--- config.mk ---
export PLATFORM = sky130hd
export DESIGN_NAME = pcpa_front
export DESIGN_NICKNAME = d
export VERILOG_FILES = /design/src/rtl/core/pcpa_pkg.sv /design/src/rtl/core/pcpa_front.sv
export SDC_FILE = /design/constraint.sdc
export NUM_CORES = 1
export LEC_CHECK = 0
export BUFFER_PORTS_ARGS = -buffer_cell sky130_fd_sc_hd__buf_2
export CAP_MARGIN = 20
export CORE_MARGIN = 2
export CORE_UTILIZATION = 63
export DETAILED_ROUTE_END_ITERATION = 10
export GPL_TIMING_DRIVEN = 0
export PLACE_DENSITY = 0.95
export SLEW_MARGIN = 20
export SYNTH_ARGS = -nofsm -noshare
export SYNTH_HDL_FRONTEND = slang
export SYNTH_SLANG_ARGS = --single-unit
--- constraint.sdc ---
create_clock -name clk -period 13.4 [get_ports clk]
set_clock_uncertainty 0.1 [all_clocks]
set_input_delay 2.68 -clock clk [delete_from_list [all_inputs] [get_ports clk]]
set_output_delay 2.68 -clock clk [all_outputs]
set_load 0.02 [all_outputs]
--- src/rtl/core/pcpa_pkg.sv ---
// shared types and codes for the per-cpu page allocator
// no dependencies
package pcpa_pkg;

  localparam int ADDR_W    = 56;
  localparam int IDX_MAX_W = 20;
  localparam int CPU_MAX_W = 6;

  localparam logic [1:0] ST_OK  = 2'd0;
  localparam logic [1:0] ST_OOM = 2'd1;
  localparam logic [1:0] ST_BAD = 2'd2;

  localparam logic       REG_START = 1'b0;
  localparam logic       REG_TOP   = 1'b1;

  localparam logic       OP_FREE  = 1'b0;
  localparam logic       OP_ALLOC = 1'b1;

  typedef enum logic [1:0] {
    K_FREE  = 2'd0,
    K_BAD   = 2'd1,
    K_ALLOC = 2'd2
  } kind_t;

  typedef struct packed {
    kind_t                  kind;
    logic [CPU_MAX_W-1:0]   cpu;
    logic [IDX_MAX_W-1:0]   idx;
  } cmd_t;

  typedef struct packed {
    logic valid;
    cmd_t cmd;
  } qhead_t;

endpackage

--- src/rtl/core/pcpa_front.sv ---
// front end: config registers, command classification and a two-entry command queue
// depends on pcpa_pkg
module pcpa_front #(
  parameter int NUM_CPUS   = 8,
  parameter int PAGE_BYTES = 4096,
  parameter int MAX_PAGES  = 32768
) (
  input  logic                    clk,
  input  logic                    rst_n,
  input  logic                    start,
  output logic                    busy,
  input  logic                    in_operation,
  input  logic [2:0]              in_cpu,
  input  logic [55:0]             in_page_addr,
  input  logic                    cfg_valid,
  output logic                    cfg_ready,
  input  logic                    cfg_index,
  input  logic [55:0]             cfg_data,
  output logic [55:0]             page_base,
  output pcpa_pkg::qhead_t        q_head,
  input  logic                    q_pop
);
  import pcpa_pkg::*;

  localparam int PB_LOG = $clog2(PAGE_BYTES);

  logic [55:0] start_r, top_r;
  logic [55:0] diff, diff_pg;
  logic [2:0]  cpu_w;
  logic        bad;
  cmd_t        cmd;
  cmd_t        q_mem_r [2];
  logic        wr_ptr_r, rd_ptr_r;
  logic [1:0]  cnt_r;
  logic        push;

  assign cfg_ready = 1'b1;

  always_ff @(posedge clk) begin
    if (!rst_n) begin
      start_r <= 56'h0000_0080_000000;
      top_r   <= 56'h0000_0088_000000;
    end else if (cfg_valid) begin
      if (cfg_index == REG_START) start_r <= cfg_data;
      else top_r <= cfg_data;
    end
  end

  // round region start up to a page boundary
  assign page_base = {start_r[55:PB_LOG] + (56-PB_LOG)'(|start_r[PB_LOG-1:0]),
                      {PB_LOG{1'b0}}};

  always_comb begin
    cpu_w = in_cpu;
    for (int i = 0; i < 8; i++) begin
      if ({29'd0, cpu_w} >= NUM_CPUS) cpu_w = 3'(32'(cpu_w) - NUM_CPUS);
    end
  end

  assign diff    = in_page_addr - page_base;
  assign diff_pg = diff >> PB_LOG;
  assign bad     = (|in_page_addr[PB_LOG-1:0]) || (in_page_addr < start_r) ||
                   (in_page_addr >= top_r) || (diff_pg >= 56'(MAX_PAGES));

  always_comb begin
    cmd.cpu = CPU_MAX_W'(cpu_w);
    cmd.idx = diff_pg[IDX_MAX_W-1:0];
    if (in_operation == OP_ALLOC) cmd.kind = K_ALLOC;
    else if (bad) cmd.kind = K_BAD;
    else cmd.kind = K_FREE;
  end

  assign busy = (cnt_r == 2'd2);
  assign push = start && !busy;

  always_ff @(posedge clk) begin
    if (push) q_mem_r[wr_ptr_r] <= cmd;
  end

  always_ff @(posedge clk) begin
    if (!rst_n) begin
      wr_ptr_r <= 1'b0;
      rd_ptr_r <= 1'b0;
      cnt_r    <= 2'd0;
    end else begin
      if (push) wr_ptr_r <= !wr_ptr_r;
      if (q_pop) rd_ptr_r <= !rd_ptr_r;
      cnt_r <= cnt_r + 2'(push) - 2'(q_pop);
    end
  end

  assign q_head.valid = (cnt_r != 2'd0);
  assign q_head.cmd   = q_mem_r[rd_ptr_r];

endmodule

==> run_results.csv <==
group,metric,value,unit
min_path,hold_path_depth,2,
synthesis,ys_warn_count,0,
place,detailedPlacementHpwl,31900,um
floorplan,coreArea,0.0203,mm^2
timing,min_period_over_period,49.3,%
finish,area_delta_synth_final,15.2,%
timing,setup_tns,0,ns
cts,cts_sinks,167,
global_routing,grt_pass1_wl,62300,um
synthesis,synth_seq_cells,167,
timing,worst_pin_slew,1.08,ns
place,place.gp.congestion,0.964,
critical_path,cp_max_fo,10,
floorplan,rows,52,
routing,drt_iter0_drc,1272,
floorplan,start_util,64.6,%
cts,htreeDepth,4,
min_path,hold_class,"reg -> reg",
job,maxCapViolCount,0,
global_routing,grt_use_total,36.1,%
cts,cts-hold-fix-buffers,0,
synthesis,ys_types,90,
timing,slew_violations,0,
timing,setup_viol,0,
synthesis,synth_async_sr_flop_share,0,%
critical_path,arrival,6.65,ns
critical_path,timing_worst_setup_path_type,"reg -> reg",
critical_path,timing.rr.end,"q_mem_r[0][23]",
pwr,power_leakage,0.00628,uW
synthesis,synth-seq-area-share,29.3,%
timing,hold_ws,0.367,ns
routing,viasPerCell,6.12,
cts,ctsResizeCount,0,
place,numPortBuffers,191,
cts,cts_setup_buffers,0,
critical_path,cp.required,13.44,ns
critical_path,r2r_cells,23,
critical_path,timing.rr.start,"start_r[0]",
routing,dr.pass1.iters,5,
floorplan,die_h,148,um
global_routing,grt-ovfl-total,0,
synthesis,ys.flop_type,"dfxtp_1",
cts,root_buffer,"clkbuf_16",
routing,wire_per_inst,19.2,um
timing,timing.final.crit_period,6.61,ns
global_routing,grt_pass1_vias,12200,
global_routing,grt_max_degree,27,
critical_path,end_kind,"register",
timing,hold_violations,0,
timing,fmax,0.151,GHz
floorplan,die_w,148,um
timing,slew-limit-headroom,25.9,%
cts,cts_tree,"built",
critical_path,start_kind,"register",
finish,fillers,1487,
routing,drc,0,
min_path,holdPathEnd,"top_r[49]",
cts,clk_latency,0.44,ns
cts,path_clk_slew,0.07,ns
min_path,hold_path_startpoint,"top_r[49]",
synthesis,synthCells,1594,
routing,vias,12900,
synthesis,syn_area,0.0131,mm^2
pwr,ir_worst_vdd,92.0,uV
synthesis,synth_edf_count,50,
global_routing,grt_antenna_before_repair,10,
finish,nets,2093,
cts,ctsLongestPathBuffers,2,
timing,rsz0062_at_grt,"false",
pwr,power_density,103,mW/mm^2
synthesis,syn_avg_cell_area,8.23,um^2
run_status,outcome,"finished, final reports clean",
routing,postRouteAntennaNets,0,
finish,drive_above_1_share,16.6,%
floorplan,num_io_pins,209,
critical_path,reg2reg_setup_slack,6.79,ns
routing,totalWireLength,40500,um
cts,numCtsBuffers,17,
floorplan,die-area,0.0220,mm^2
## cells in the mapped netlist, types with 8 or more instances
| cell type | number | share of area [%] |
|---|---|---|
| nand2_1 | 272 | 7.8 |
| buf_4 | 17 | 0.97 |
| nand4_1 | 34 | 1.6 |
| and3_1 | 18 | 0.86 |
| dfxtp_1 | 117 | 18 |
| xor2_1 | 14 | 0.94 |
| a21o_1 | 34 | 1.9 |
| mux2_2 | 25 | 2.1 |
| edfxtp_1 | 50 | 11 |
| nor4_1 | 17 | 0.81 |
| o21bai_1 | 15 | 0.86 |
| a31oi_1 | 10 | 0.48 |
| nor2b_1 | 8 | 0.38 |
| o211ai_1 | 12 | 0.69 |
| o21ai_0 | 42 | 1.6 |
| a211oi_1 | 11 | 0.63 |
| nand3_1 | 27 | 1.0 |
| a21boi_0 | 110 | 6.3 |
| xnor2_1 | 60 | 4.0 |
| nor2_1 | 60 | 1.7 |
| a21oi_1 | 71 | 2.7 |
| clkbuf_1 | 51 | 1.5 |
| nor3_1 | 29 | 1.1 |
| and2_1 | 12 | 0.57 |
| ha_1 | 152 | 15 |
| inv_1 | 174 | 5.0 |
## placed cells by master, fill, tap and decap left out, drive strengths merged, types with 9 or more instances in the layout
cell,count
buf,215
nor3,29
a21oi,72
nor2,61
a21o,35
clkbuf,70
xor2,14
o21ai,45
nand2,272
o21bai,15
dfxtp,117
and2,15
inv,182
nand4,37
conb,16
and3,19
a211oi,12
ha,152
o211ai,13
edfxtp,50
a21boi,110
xnor2,60
diode,9
mux2,26
nand3,30
nor4,19
a31oi,10
## cell type report
cell class | instances | area [um^2] | share of cell area [%]
plain buffers | 76 | 359 | 2.38
clock inverters | 13 | 145 | 0.961
multi-input cells | 1191 | 8320 | 55.1
well taps | 270 | 338 | 2.24
repair buffers | 191 | 956 | 6.33
clock buffers | 19 | 464 | 3.07
diodes | 9 | 22.5 | 0.149
flip-flops and latches | 167 | 3840 | 25.5
inverters | 174 | 653 | 4.33
## critical path: stages, from the launching register on
cell and delay, ns:
dfxtp_1 0.33, nor4_1 0.46, nand3_1 0.28, ha_1 0.29, ha_1 0.22, nand3_2 0.13
buf_2 0.25, nor4_1 0.12, nor3b_1 0.16, xnor2_1 0.34, ha_1 0.31, clkbuf_1 0.20
a21oi_1 0.28, o21bai_1 0.10, a21oi_1 0.25, o21ai_0 0.14, a221oi_1 0.49, or3b_4 0.47
xor2_1 0.15, or3_1 0.34, nor4_1 0.34, o2111ai_1 0.17, nor4_2 0.19, a41oi_1 0.20
## metal layers
metal  share of wire (%)  up-vias  GRT usage, %
li1                    -     6019             -
met1                  41     6032          46.2
met2                  46      723          59.8
met3                 8.7      137          6.07
met4                 4.4        2          16.8
met5               0.030        -             0
## registers in the layout, summed over array words and instances (netlist names), named ones only
name,cells
start_r,56
top_r,56
q_mem_r,50
cnt_r,2
rd_ptr_r,1
wr_ptr_r,1
## per-stage QoR
| stage | util, % | cells | setup WS, ns | area (um^2) | power (uW) |
|---|---|---|---|---|---|
| 3_3_place_gp | 71.2 | 2069 | 6.71 | 14500 | 1020 |
| 3_5_place_dp | 71.3 | 2069 | 6.62 | 14500 | 1040 |
| 6_report | 74.4 | 2110 | 6.79 | 15100 | 1550 |
| 4_1_cts | 74.3 | 2101 | 6.88 | 15100 | 1540 |
| 5_1_grt | 74.4 | 2109 | 6.38 | 15100 | 1610 |
| 2_1_floorplan | - | 1608 | 7.35 | 13200 | 897 |
## how the worst max path moves through the flow
| stage | start | endpoint | slack (ns) | depth (start not counted) |
|---|---|---|---|---|
| after global routing | start_r[11] | q_mem_r[0][23] | 6.38 | 23 |
| after detailed placement | in_page_addr[6] | q_mem_r[0][23] | 6.62 | 12 |
| after floorplan | in_page_addr[12] | q_mem_r[0][23] | 7.35 | 16 |
| after CTS | start_r[11] | page_base[51] | 6.88 | 10 |
| after global placement | in_page_addr[6] | q_mem_r[0][23] | 6.71 | 12 |
| final | start_r[0] | q_mem_r[0][23] | 6.79 | 23 |
## cells by family (layout without fill, tap and decap cells)
group                      Yosys count  count (layout)  synth area share, %
muxes                               29              29                 2.46
buffers and inverters              250             473                 7.72
adders and majority gates          158             158                 15.0
DFF                                167             167                 29.3
and+or+nand+nor                    533             533                 19.5
xor gates and xnor gates            80              80                 5.99
other                                2              25               0.0573
AOI/OAI and AO/OA                  375             375                 19.9
## report_power, final
group,leakage (uW),total (uW),switching (uW),internal (uW)
Clock,0.000296,508,242,266
Combinational,0.00456,443,272,171
Sequential,0.00142,598,23.6,574
Power figures use the tool's default switching activity.
